$ cat src/hdl/mdps_pkg.sv
// ----------------------------------------------------------------------------
// mdps_pkg
// Shared constants and types of the minimum point-set distance unit.
// ----------------------------------------------------------------------------
package mdps_pkg;

   localparam int MAX_POINTS = 1024;
   localparam int COORD_BITS = 24;

   localparam int ADDR_BITS  = (MAX_POINTS > 1) ? $clog2(MAX_POINTS) : 1;
   localparam int CNT_BITS   = $clog2(MAX_POINTS + 1);
   localparam int DIFF_BITS  = COORD_BITS + 1;
   localparam int SQ_BITS    = 2 * COORD_BITS + 1;
   localparam int SUM_BITS   = 2 * COORD_BITS + 2;
   localparam int ROOT_BITS  = SUM_BITS / 2;
   localparam int REM_BITS   = ROOT_BITS + 2;
   localparam int STEP_BITS  = $clog2(ROOT_BITS);

   typedef struct packed {
      logic signed [COORD_BITS-1:0] x;
      logic signed [COORD_BITS-1:0] y;
      logic signed [COORD_BITS-1:0] z;
   } point_type;

   localparam int POINT_BITS = $bits(point_type);

   typedef struct packed {
      logic valid;
      logic last;
   } pipe_ctrl_type;

   typedef struct packed {
      logic busy;
      logic done;
   } root_status_type;

endpackage

$ cat src/hdl/mdps_isqrt.sv
// ----------------------------------------------------------------------------
// mdps_isqrt
// Floor square root, restoring method, one result bit per cycle.
// ----------------------------------------------------------------------------
module mdps_isqrt import mdps_pkg::*; (
   input  logic                 clock,
   input  logic                 reset,
   input  logic                 start,
   input  logic [SUM_BITS-1:0]  value,
   output root_status_type      status,
   output logic [ROOT_BITS-1:0] root
);

   logic                 busy_ff, busy_in;
   logic                 done_ff, done_in;
   logic [STEP_BITS-1:0] step_ff, step_in;
   logic [SUM_BITS-1:0]  val_ff, val_in;
   logic [REM_BITS-1:0]  rem_ff, rem_in;
   logic [ROOT_BITS-1:0] root_ff, root_in;
   logic [REM_BITS-1:0]  rem_sh;
   logic [REM_BITS-1:0]  trial;

   always_comb begin
      busy_in = busy_ff;
      done_in = 1'b0;
      step_in = step_ff;
      val_in  = val_ff;
      rem_in  = rem_ff;
      root_in = root_ff;
      rem_sh  = {rem_ff[REM_BITS-3:0], val_ff[SUM_BITS-1 -: 2]};
      trial   = {root_ff, 2'b01};
      if (start) begin
         busy_in = 1'b1;
         step_in = STEP_BITS'(ROOT_BITS - 1);
         val_in  = value;
         rem_in  = '0;
         root_in = '0;
      end else if (busy_ff) begin
         val_in = {val_ff[SUM_BITS-3:0], 2'b00};
         if (rem_sh >= trial) begin
            rem_in  = rem_sh - trial;
            root_in = {root_ff[ROOT_BITS-2:0], 1'b1};
         end else begin
            rem_in  = rem_sh;
            root_in = {root_ff[ROOT_BITS-2:0], 1'b0};
         end
         step_in = step_ff - STEP_BITS'(1);
         if (step_ff == '0) begin
            busy_in = 1'b0;
            done_in = 1'b1;
         end
      end
   end

   always_ff @(posedge clock) begin
      if (reset) begin
         busy_ff <= 1'b0;
         done_ff <= 1'b0;
      end else begin
         busy_ff <= busy_in;
         done_ff <= done_in;
      end
   end

   always_ff @(posedge clock) begin
      step_ff <= step_in;
      val_ff  <= val_in;
      rem_ff  <= rem_in;
      root_ff <= root_in;
   end

   assign status.busy = busy_ff;
   assign status.done = done_ff;
   assign root        = root_ff;

endmodule

$ cat config.mk
export PLATFORM = sky130hd
export DESIGN_NAME = mdps_isqrt
export DESIGN_NICKNAME = d
export VERILOG_FILES = /design/src/hdl/mdps_pkg.sv /design/src/hdl/mdps_isqrt.sv
export SDC_FILE = /design/constraint.sdc
export NUM_CORES = 1
export LEC_CHECK = 0
export BUFFER_PORTS_ARGS = -buffer_cell sky130_fd_sc_hd__clkbuf_2
export CELL_PAD_IN_SITES_DETAIL_PLACEMENT = 0
export CELL_PAD_IN_SITES_GLOBAL_PLACEMENT = 1
export CORE_ASPECT_RATIO = 1.1
export CORE_MARGIN = 3
export CORE_UTILIZATION = 45
export DETAILED_ROUTE_END_ITERATION = 12
export PLACE_DENSITY = 0.88
export SETUP_SLACK_MARGIN = 0.02
export SKIP_LAST_GASP = 1
export SYNTH_ARGS = -nofsm -noshare
export SYNTH_HDL_FRONTEND = slang
export SYNTH_SLANG_ARGS = --single-unit
$ cat constraint.sdc
create_clock -name clock -period 3.7 [get_ports clock]
set_clock_uncertainty 0.2 [all_clocks]
set_input_delay 0.37 -clock clock [delete_from_list [all_inputs] [get_ports clock]]
set_output_delay 0.37 -clock clock [all_outputs]
set_load 0.05 [all_outputs]
Word-level counts from Yosys, hierarchy flattened
Cells that the tools add are included.

operators by class
  add/subtract/negate cells = 2
  order comparisons = 1
  multiplexer cells = 8
  bitwise gates (word level) = 1
  reduce and logical (&&, ||, !) cells = 3

operators by type and width
  cell                   count
  $mux W50               2
  $ge A27 B27 Y1         1
  $mux W25               1
  $sub A25 B25 Y25       1
  $logic_not A5 Y1       1
  $mux W1                5
  $sub A5 B1 Y5 const B  1
  $reduce_or A3 Y1       1
  $reduce_bool A2 Y1     1
  $not A1 Y1             1

word-level totals
  register bits = 107
  input bits = 53
  output and inout bits = 27
  logic and storage cells = 21

Logic depth before layout (Yosys ltp)
  word-level depth = 4
  mapped depth = 13
  mapped depth without buffers = 10

Least setup slack after synthesis
No wires, ideal clock.

  path type = register to register
  from = register root_ff[4], in the netlist root[4]
  to = register rem_ff[1]
  setup time = 0.079 ns
  arrival = 2.858 ns
  required time = 3.421 ns
  slack = 0.563 ns
  cell stages (with the launch flop) = 12
  buffers on the path = 1
  clock period less this slack = 3.137 ns
  cells stage by stage = dfxtp_1 > inv_1 > ha_1 > o21ai_2 > a211o_1 > a21o_1 > o211ai_2 > a311oi_2 > o21bai_2 > buf_6 > mux2_4 > a211oi_2

on the way
  cells in the longest elaborated chain, start to end = 2

ends and longest elaborated chain
  element                 RTL line          RTL
  from (decl)             mdps_isqrt.sv:19  logic [ROOT_BITS-1:0] root_ff, root_in;
  from (signal assigned)  mdps_isqrt.sv:69  root_ff <= root_in;
  $ge A27 B27 Y1          mdps_isqrt.sv:40  if (rem_sh >= trial) begin
  $mux W25                mdps_isqrt.sv:40
  to (signal assigned)    mdps_isqrt.sv:68  rem_ff <= rem_in;
  to (decl)               mdps_isqrt.sv:18  logic [REM_BITS-1:0] rem_ff, rem_in;

Every way passes these cells.
A chain may end at the register's enable or synchronous reset.

Worst setup path in the final report
Ends and elaborated chain as after synthesis.

==> summary.txt <==
Timing
  – Final setup violation count: 0
  – Setup tns final: 0 ns
  – Smallest setup slack after layout: 0.6236 ns
  – Worst hold slack: 0.1044 ns
  – Final hold vios: 0
  – Max Fclk: 325.1 MHz
  – Slew Viols, Final: 0
  – RSZ-0062 raised after global routing: false
  – Worst Tran Pin Value: 0.6203 ns
  – Final cycle utilization of the critical path: 0.8315
  – Slew margin rel.: 0.5864
  – Minimum clock period: 3.076 ns

Die
  – Num rows: 42
  – Die X: 113.7 µm
  – I/O pin count: 80
  – DIE AREA: 14,150 µm²
  – Chip Height: 124.5 µm
  – Core area: 12,240 µm²
  – Initial Util: 0.4688

Synth
  – Yosys cell types: 56
  – Post-synth top flop: dfxtp_1
  – Sequential-to-total area share from yosys stat: 0.4603
  – FF+latch count, synth: 107
  – Synth area leaders: edfxtp_1, dfxtp_1, mux2_2
  – Avg Cell Area, Syn: 10.51 µm²
  – Post-Syn Area: 5741 µm²
  – Mapped Cells: 546
  – Async SR Flop Fraction: 0
  – Yosys warnings: 0
  – Largest area contributor in the netlist: edfxtp_1
  – Post-synth EDFFs: 50
  – Post-synth top area share: 0.2616
  – Synthesized Nets: 627

Place
  – Port bufs: 79
  – Pre-CTS WS: 0.6274 ns
  – Dpl hpwl: 8452 µm
  – GP Congestion: 0.9382

Route
  – WL/cell: 15.04 µm
  – DR pass1 iterations: 4
  – Post-Route WL: 11,640 µm
  – Antenna viol nets, final: 0
  – # DRC: 0
  – Post-DR vias/cell: 5.292
  – DR vias: 4,096
  – DRT iter0 DRCs: 169

GRT
  – Initial antenna violation count: 0
  – Largest net degree at the start of global routing: 53
  – Gr ovfl total: 0
  – First-pass GRT wire length: 19,730 µm
  – Vias in the first global route: 4,133
  – Overall Global Routing Usage: 0.1713

CTS
  – H-tree levels: 3
  – Post-cts sizing count: 0
  – Root Buffer: clkbuf_16
  – Clk_lat worst skew: 0.35 ns
  – CTS tree: yes
  – CTS Buf Count: 9
  – Clk buf depth: 2
  – Clk sinks: 107
  – Reg clk slew, reported paths: 0.07 ns

Pwr
  – Total power: 4.806 mW
  – Total power per unit cell area: 731.7 nW/µm²
  – Max VDD drop: 0.4514 mV
  – Static Leak: 2.757 nW

Setup path
  – CP Data Arrival Time: 3.15 ns
  – CP cell instances: inv_1 > ha_1 > o21ai_2 > a211o_1 > a21o_1 > o211ai_2 > a311oi_2 > o21bai_2 > buf_4 > mux2_4 > a211oi_2
  – Max incr delay on CP: 0.39 ns
  – Crit end category: register
  – CP max FO: 8
  – Crit Path Category: register to register
  – Slowest CP cell: ha_1
  – Crit start category: register
  – Req. time, crit path: 3.77 ns
  – Reg2reg setup slack: 0.62 ns

Finish
  – Final core utilization: 0.5365
  – Area used by multi-input combinational logic: 2809 µm²
  – N_diodes: 0
  – FILL cells: 1,106
  – Seq. cell area: 2644 µm²
  – Layout cells sized above 1: 0.2629
  – Layout Nets: 696
  – Synth-to-Final Area Change: 14.43%

Flow run
  – Max cap viols: 0

Run status
  – Outcome: finished clean

Min path
  – Hold crit path type: primary input to register
-- cell families (layout without fill, tap and decap cells) --
| group | count (synthesis) | after routing | share of synthesized area |
|---|---|---|---|
| DFF | 107 | 107 | 0.4603 |
| xor gates and xnor gates | 26 | 26 | 0.03967 |
| muxes | 92 | 92 | 0.1718 |
| and+or+nand+nor | 124 | 124 | 0.09656 |
| AOI/OAI and AO/OA | 101 | 101 | 0.1203 |
| buffers and inverters | 68 | 142 | 0.05035 |
| adders and majority gates | 28 | 28 | 0.06103 |
-- metrics by stage --
stage,instance area (µm²),instances
2_1_floorplan,5741,546
3_3_place_gp,6242,757
3_5_place_dp,6242,757
4_1_cts,6569,774
5_1_grt,6569,774
6_report,6569,774
-- synth_stat cells (all sizes together) (2+ instances only) --
master,number
a211oi,15
nand2b,6
o21ai,21
a21oi,25
a31oi,3
a211o,3
ha,28
o21a,3
nor2b,3
xnor2,15
nand2,34
inv,39
clkbuf,24
nor3,6
nor4,2
buf,5
o21bai,6
a21o,9
o211ai,3
dfxtp,57
o31a,2
nor2,53
edfxtp,50
nand4,5
and2,2
o22ai,2
mux2i,43
nand3,5
xor2,11
mux2,49
-- power breakdown --
| group | switching [mW] | leakage, nW | internal [mW] | total (mW) |
|---|---|---|---|---|
| clock | 0.463 | 0.151 | 0.541 | 1.00 |
| combinational | 1.24 | 1.64 | 1.07 | 2.31 |
| sequential | 0.0965 | 0.969 | 1.40 | 1.49 |
-- registers in the layout, summed over array words and instances, names as in the netlist --
register,cells
done_ff,1
val_ff,50
rem_ff,25
step_ff,5
busy_ff,1
root,25
-- layout by cell type, fill, tap and decap left out, types with 5 or more instances in the layout --
cell type / count
o21ai_0: 9
edfxtp_1: 50
clkbuf_2: 78
dfxtp_1: 56
nand2_1: 34
nand4_1: 5
nor3_1: 6
buf_4: 8
inv_1: 38
mux2i_1: 43
clkbuf_16: 9
nand2b_1: 6
xnor2_1: 15
xor2_1: 11
o21bai_1: 5
ha_1: 28
nand3_1: 5
nor2_1: 53
mux2_2: 48
a21o_1: 9
a211oi_1: 14
a21oi_1: 24
o21ai_1: 11
-- layout make-up --
class                   instances  area share
flip-flops and latches        107      0.4025
clock buffers                   9     0.03429
multi-input cells             371      0.4276
inverters                      39     0.02229
repair buffers                 87     0.07010
well taps                     154     0.02933
clock inverters                 7     0.01390
-- layer usage --
metal	GRT usage	wire, µm	up-vias
li1	-	-	2078
met5	0	0	-
met1	0.2092	4994	1932
met2	0.2811	5826	78
met4	0.05092	135	0
met3	0.06317	687	8
-- worst max-delay path: cells and delay by family, from the launching register on --
kind / cells / cell delay (ns)
flip-flops: 1 / 0.37
multiplexers: 1 / 0.31
buffers and inverters: 2 / 0.28
AO/OA/AOI/OAI: 7 / 1.43
adder cells (fa/ha/maj): 1 / 0.39
-- timing repair --
action,in CTS,in global routing
buffers inserted,0,0
hold buffers,1,0
endpoints found under the setup margin,0,0
hold endpoints to repair,2,0
-- worst paths after layout --
kind / from / to / depth (start not counted)
setup / recovery: root[4] / rem_ff[1] / 11
hold / removal: value[1] / val_ff[1] / 2
setup reg to reg: root[4] / rem_ff[1] / 11
hold reg to reg: rem_ff[12] / rem_ff[12] / 2
No activity file was read; power rests on OpenSTA's default activity.
