==> src/hdl/mdps_pkg.sv <==
// ----------------------------------------------------------------------------
// mdps_pkg
// Shared constants and types of the minimum point-set distance unit.
// ----------------------------------------------------------------------------
package mdps_pkg;

   localparam int MAX_POINTS = 1024;
   localparam int COORD_BITS = 24;

   localparam int ADDR_BITS  = (MAX_POINTS > 1) ? $clog2(MAX_POINTS) : 1;
   localparam int CNT_BITS   = $clog2(MAX_POINTS + 1);
   localparam int DIFF_BITS  = COORD_BITS + 1;
   localparam int SQ_BITS    = 2 * COORD_BITS + 1;
   localparam int SUM_BITS   = 2 * COORD_BITS + 2;
   localparam int ROOT_BITS  = SUM_BITS / 2;
   localparam int REM_BITS   = ROOT_BITS + 2;
   localparam int STEP_BITS  = $clog2(ROOT_BITS);

   typedef struct packed {
      logic signed [COORD_BITS-1:0] x;
      logic signed [COORD_BITS-1:0] y;
      logic signed [COORD_BITS-1:0] z;
   } point_type;

   localparam int POINT_BITS = $bits(point_type);

   typedef struct packed {
      logic valid;
      logic last;
   } pipe_ctrl_type;

   typedef struct packed {
      logic busy;
      logic done;
   } root_status_type;

endpackage

==> src/hdl/mdps_dist.sv <==
// ----------------------------------------------------------------------------
// mdps_dist
// Three-stage pipeline: absolute differences, squares, squared distance.
// ----------------------------------------------------------------------------
module mdps_dist import mdps_pkg::*; (
   input  logic                clock,
   input  logic                reset,
   input  pipe_ctrl_type       in_ctrl,
   input  point_type           pt_a,
   input  point_type           pt_b,
   output pipe_ctrl_type       out_ctrl,
   output logic [SUM_BITS-1:0] sum
);

   pipe_ctrl_type       ctrl1_ff, ctrl2_ff, ctrl3_ff;
   logic [DIFF_BITS-1:0] adx_in, ady_in, adz_in;
   logic [DIFF_BITS-1:0] adx_ff, ady_ff, adz_ff;
   logic [SQ_BITS-1:0]   sqx_ff, sqy_ff, sqz_ff;
   logic [SUM_BITS-1:0]  sum_ff;

   function automatic logic [DIFF_BITS-1:0] abs_diff(
      input logic signed [COORD_BITS-1:0] a,
      input logic signed [COORD_BITS-1:0] b
   );
      logic signed [DIFF_BITS-1:0] d;
      d = DIFF_BITS'(a) - DIFF_BITS'(b);
      return d[DIFF_BITS-1] ? DIFF_BITS'(-d) : DIFF_BITS'(d);
   endfunction

   always_comb begin
      adx_in = abs_diff(pt_a.x, pt_b.x);
      ady_in = abs_diff(pt_a.y, pt_b.y);
      adz_in = abs_diff(pt_a.z, pt_b.z);
   end

   always_ff @(posedge clock) begin
      if (reset) begin
         ctrl1_ff <= '0;
         ctrl2_ff <= '0;
         ctrl3_ff <= '0;
      end else begin
         ctrl1_ff <= in_ctrl;
         ctrl2_ff <= ctrl1_ff;
         ctrl3_ff <= ctrl2_ff;
      end
   end

   always_ff @(posedge clock) begin
      adx_ff <= adx_in;
      ady_ff <= ady_in;
      adz_ff <= adz_in;
      sqx_ff <= SQ_BITS'(adx_ff * adx_ff);
      sqy_ff <= SQ_BITS'(ady_ff * ady_ff);
      sqz_ff <= SQ_BITS'(adz_ff * adz_ff);
      sum_ff <= SUM_BITS'(sqx_ff) + SUM_BITS'(sqy_ff) + SUM_BITS'(sqz_ff);
   end

   assign out_ctrl = ctrl3_ff;
   assign sum      = sum_ff;

endmodule

==> config.mk <==
export PLATFORM = sky130hd
export DESIGN_NAME = mdps_dist
export DESIGN_NICKNAME = d
export VERILOG_FILES = /design/src/hdl/mdps_pkg.sv /design/src/hdl/mdps_dist.sv
export SDC_FILE = /design/constraint.sdc
export NUM_CORES = 2
export LEC_CHECK = 0
export BUFFER_PORTS_ARGS = -buffer_cell sky130_fd_sc_hd__buf_4
export CAP_MARGIN = 20
export CORE_MARGIN = 2
export CORE_UTILIZATION = 40
export DETAILED_ROUTE_END_ITERATION = 6
export PLACE_DENSITY_LB_ADDON = 0.05
export SYNTH_ARGS = -nofsm -noshare
export SYNTH_HDL_FRONTEND = slang
export SYNTH_SLANG_ARGS = --single-unit
==> constraint.sdc <==
create_clock -name clock -period 7.86 [get_ports clock]
set_clock_uncertainty 0.05 [all_clocks]
set_input_delay 0.393 -clock clock [delete_from_list [all_inputs] [get_ports clock]]
set_output_delay 0.393 -clock clock [all_outputs]
set_load 0.02 [all_outputs]
Yosys cells after proc, flatten, opt, wreduce, memory -nomap -nowiden

Index checks and enable logic that the tools add are counted.

$add $sub $neg: 8
$mul: 3
Muxes and demuxes: 3

Operators by type and width:

| cell             | count |
|---|---|
| $mul A25 B25 Y49 | 3 |
| $neg A25 Y25     | 3 |
| $sub A24 B24 Y25 | 3 |
| $mux W24         | 3 |
| $add A49 B49 Y50 | 1 |
| $add A50 B49 Y50 | 1 |

Register bits: 278
Input bits: 148
Word-level logic and storage cells: 30

Longest topological paths before layout

Word-level depth: 3
Gate-level depth with buffers: 31
Depth with buffers taken out: 29

Least setup slack after synthesis

No wires, ideal clock.

Path type: flip-flop to flip-flop
Start point: register adz_ff[3]
End point: register sqz_ff[48]
Setup time: 0.072 ns
Arrival time: 7.172 ns
Required time: 7.738 ns
Setup slack: 0.566 ns
Cell stages (with the launch flop): 31
Path buffers: 2
Clock period less this slack: 7.294 ns
Path through: dfxtp_1 clkbuf_1 clkbuf_1 nand2_1 fa_1 inv_1 fa_1 inv_1 fa_1 inv_1 fa_1 inv_1 fa_1 inv_1 fa_1 inv_1 fa_1 inv_1 ha_1 a21o_1 a21o_1 a21o_1 o31ai_1 a21oi_1 o21ai_1 o21ai_0 o21a_1 nor2_1 o21ai_1 a21oi_1 xnor2_1

Cells in the longest elaborated chain, start to end: 1

Ends and longest elaborated chain:

| item                   | RTL line        | text |
|---|---|---|
| start, declared        | mdps_dist.sv:17 | `logic [DIFF_BITS-1:0] adx_ff, ady_ff, adz_ff;` |
| start signal, assigned | mdps_dist.sv:51 | `adz_ff <= adz_in;` |
| $mul A25 B25 Y49       | mdps_dist.sv:54 | `sqz_ff <= SQ_BITS'(adz_ff * adz_ff);` |
| end signal, assigned   | mdps_dist.sv:54 |  |
| end, declared          | mdps_dist.sv:18 | `logic [SQ_BITS-1:0] sqx_ff, sqy_ff, sqz_ff;` |

No other way between the ends.
A chain may end at the register's enable or synchronous reset.

Worst setup path in the final report

Start point: register ady_ff[2]
End point: register sqy_ff[34]

Cells in the longest elaborated chain, start to end: 1

Ends and longest elaborated chain:

| item                   | RTL line        | text |
|---|---|---|
| start, declared        | mdps_dist.sv:17 |  |
| start signal, assigned | mdps_dist.sv:50 | `ady_ff <= ady_in;` |
| $mul A25 B25 Y49       | mdps_dist.sv:53 | `sqy_ff <= SQ_BITS'(ady_ff * ady_ff);` |
| end signal, assigned   | mdps_dist.sv:53 |  |
| end, declared          | mdps_dist.sv:18 |  |

No other way between the ends.

==> flow_summary_export.csv <==
group,metric,value,unit
run_status,status,"finished, violations left",
run_status,violations,"design-rule violations",
cells_and_area,final-instance-count-excl-fill,9785,
place,place_congestion,0.844,
routing,avgRoutedWirePerCell,17.9,µm
synthesis,avgSynthCellArea,9.16,µm²
routing,avgViaCountPerCell,4.78,
sta,fin_crit,7.46,ns
floorplanning,die-area,0.170,mm²
global_route,grt_pass1_wl,285000,µm
global_route,antenna_found_initial,8,
floorplanning,core_area,0.167,mm²
global_route,grt_overflow,0,
worst_setup_path,rr_startpoint,"ady_ff[2]$_DFF_P_",
sta,fmax,134,MHz
cells_and_area,drive_gt1_frac,0.0715,
place,place_hpwl,154000,µm
sta,hold_ws,0.0787,ns
worst_setup_path,r2r_slack,0.40,ns
sta,worst_pin_slew,0.765,ns
synthesis,syn-cell-area,0.0669,mm²
routing,drc,7,
sta,setup_viol,0,
worst_setup_path,crit_path_max_fanout,11,
floorplanning,die_width,413,µm
worst_hold_path,hold_path_depth,3,
place,placedCellCount,9704,
clock_tree,cts_buffer_depth,3,
cells_and_area,mostFrequentLayoutCells,"inv_1 (2088), fa_1 (1450), ha_1 (677)",
clock_tree,cts.clk_slew.worst_paths,0.06,ns
floorplanning,fp.dieH,413,µm
clock_tree,cts_tree,"yes",
synthesis,synth-seq-cells,275,
clock_tree,root_buffer,"clkbuf_16",
cells_and_area,final_common_cell,"inv_1",
place,pre_cts_slack,0.116,ns
floorplanning,start_util,0.401,
global_route,track_usage,0.216,
worst_setup_path,cpMaxStageDelayCell,"or4_1",
synthesis,yosysUniqueCellTypes,80,
global_route,grt_start_max_net_pins,26,
clock_tree,post_cts_buffers,0,
clock_tree,h-tree-depth,2,
synthesis,ys_async_sr_fraction,0,
routing,drtIter0Drc,2113,
clock_tree,cts.sinks,275,
worst_setup_path,critPathKind,"flip-flop to flip-flop",
clock_tree,numCtsBuffers,41,
worst_hold_path,hp-class,"input pin to flip-flop",
sta,fin_setup_tns,0,ns
sta,final_hold_viol_count,0,
worst_setup_path,critPathLaunchType,"flip-flop",
job,maxCapViolations,0,
synthesis,synth_edf_count,0,
synthesis,syn_inst,7300,
worst_setup_path,cp-end-kind,"flip-flop",
synthesis,synthFlopType,"dfxtp_1",
sta,setup_ws,0.396,ns
cells_and_area,area_growth,10.1,%
worst_hold_path,hold_end,"ady_ff[0]$_DFF_P_",
synthesis,synth-seq-area-share,0.0823,
floorplanning,pin_count,200,
cells_and_area,fillers,16700,
sta,finalCritPeriodShare,0.950,
worst_setup_path,critPathArrivalTime,7.88,ns
worst_setup_path,crit_top_cell,"fa_1",
global_route,grt_pass1_vias,51500,
cells_and_area,final_nets,9822,
worst_setup_path,max_stage_delay,0.60,ns
sta,maxSlewHeadroom,0.489,
place,portBuffers,199,
sta,maxSlewViolCount,0,
worst_hold_path,min_from,"pt_b[24]",
worst_setup_path,rr_endpoint,"sqy_ff[34]$_DFF_P_",
routing,vias,46800,
clock_tree,clock_latency,0.64,ns
worst_setup_path,cp.required,8.28,ns
floorplanning,rows,150,
synthesis,ys_warn_count,0,
worst_setup_path,r2r_cells,25,
routing,first_pass_iters,7,
routing,antenna_left,0,
routing,wirelength,175000,µm
kinds of logic (layout without fill, tap and decap cells):
group                    count (synthesis)  in the layout  synth area share
AO/OA/AOI/OAI                          777            777            0.0745
multiplexers                            10             10           0.00161
adder cells (fa/ha/maj)               2127           2127             0.561
AND/OR/NAND/NOR                       1490           1490             0.108
other                                    1              5         0.0000561
flip-flops                             275            275            0.0823
buffers and inverters                 2283           2560             0.128
XOR/XNOR                               337            337            0.0441
metal layers:
| layer | up-vias | routed length (µm) | share of wire | global-route usage |
|---|---|---|---|---|
| met2 | 786 | 84100 | 0.48 | 0.363 |
| met1 | 23600 | 79200 | 0.45 | 0.296 |
| li1 | 22200 | - | - | - |
| met3 | 165 | 7390 | 0.042 | 0.0258 |
| met5 | - | 8 | 0.000046 | 0 |
| met4 | 2 | 4320 | 0.025 | 0.0504 |
state kept, by name (all words and copies together) (netlist names):
name / flops
adx_ff: 25
ctrl1_ff: 2
sqy_ff: 48
sqz_ff: 48
sqx_ff: 48
sum: 50
adz_ff: 25
out_ctrl: 2
ady_ff: 25
ctrl2_ff: 2
metrics by stage:
step / cell area [µm²] / util
CTS: 73500 / 0.441
global route: 73600 / 0.442
global placement: 72000 / 0.432
floorplan: 66900 / -
finish: 73600 / 0.442
detailed placement: 72000 / 0.432
critical path: cells and delay by family, from the launching register on:
| kind | cells | cell delay [ns] |
|---|---|---|
| adder cells (fa/ha/maj) | 8 | 3.92 |
| XOR/XNOR | 1 | 0.16 |
| buffers and inverters | 7 | 0.69 |
| AO/OA/AOI/OAI | 3 | 0.63 |
| flip-flops | 1 | 0.36 |
| AND/OR/NAND/NOR | 6 | 1.52 |
cell type report:
class,count,area [µm²],share of cell area
timing repair buffer,397,3130,0.0425
antenna,2,5.00,0.0000680
tap,2204,2760,0.0375
inverter,2088,7840,0.106
clock inverter,30,384,0.00522
clock buffer,45,1090,0.0148
multi-input combinational,4744,52900,0.718
sequential,275,5530,0.0751
worst max path at each step:
| stage | start | to | slack [ns] |
|---|---|---|---|
| final | ady_ff[2]$_DFF_P_ | sqy_ff[34]$_DFF_P_ | 0.40 |
| after floorplan | adz_ff[3]$_DFF_P_ | sqz_ff[48]$_DFF_P_ | 0.57 |
| after CTS | adz_ff[13]$_DFF_P_ | sqz_ff[48]$_DFF_P_ | 0.05 |
| after detailed placement | adz_ff[13]$_DFF_P_ | sqz_ff[48]$_DFF_P_ | 0.12 |
| after global routing | ady_ff[2]$_DFF_P_ | sqy_ff[34]$_DFF_P_ | -0.0007 |
| after global placement | ady_ff[10]$_DFF_P_ | sqy_ff[43]$_DFF_P_ | 0.16 |
cells in the mapped netlist (7+ instances only):
cell type | number | area [µm²]
and2_1 | 374 | 2340
clkbuf_1 | 186 | 698
nor2b_1 | 61 | 382
or3_1 | 8 | 50.1
fa_1 | 1450 | 29000
nor4_1 | 8 | 50.1
a31o_2 | 9 | 78.8
nand3_1 | 55 | 275
inv_1 | 2088 | 7840
nor2_1 | 255 | 957
o211ai_1 | 11 | 82.6
a221oi_1 | 7 | 61.3
nand2_1 | 569 | 2140
xor2_1 | 123 | 1080
dfxtp_1 | 275 | 5510
o21a_1 | 37 | 278
o21ai_1 | 8 | 40.0
or2_2 | 12 | 75.1
o21bai_1 | 41 | 308
nand2b_1 | 26 | 163
o31ai_1 | 11 | 82.6
o22ai_1 | 7 | 43.8
nand4_1 | 21 | 131
a31oi_1 | 36 | 225
a21oi_1 | 254 | 1270
a211oi_1 | 20 | 150
o21ai_0 | 115 | 576
a221o_1 | 10 | 100
and3_1 | 35 | 219
o2111ai_1 | 8 | 70.1
nor3_1 | 33 | 165
a21o_1 | 149 | 1120
ha_1 | 677 | 8470
xnor2_1 | 214 | 1870
a21boi_0 | 11 | 82.6
what timing repair did:
| item | CTS | global route |
|---|---|---|
| endpoints found under the setup margin | 0 | 34 |
| resized for setup | 0 | 42 |
| hold endpoints to repair | 7 | 0 |
| hold buffers | 4 | 0 |
Power is left out: the tool's default activity adds up to more than one toggle a clock period on the data nets, which glitch-free logic cannot reach.
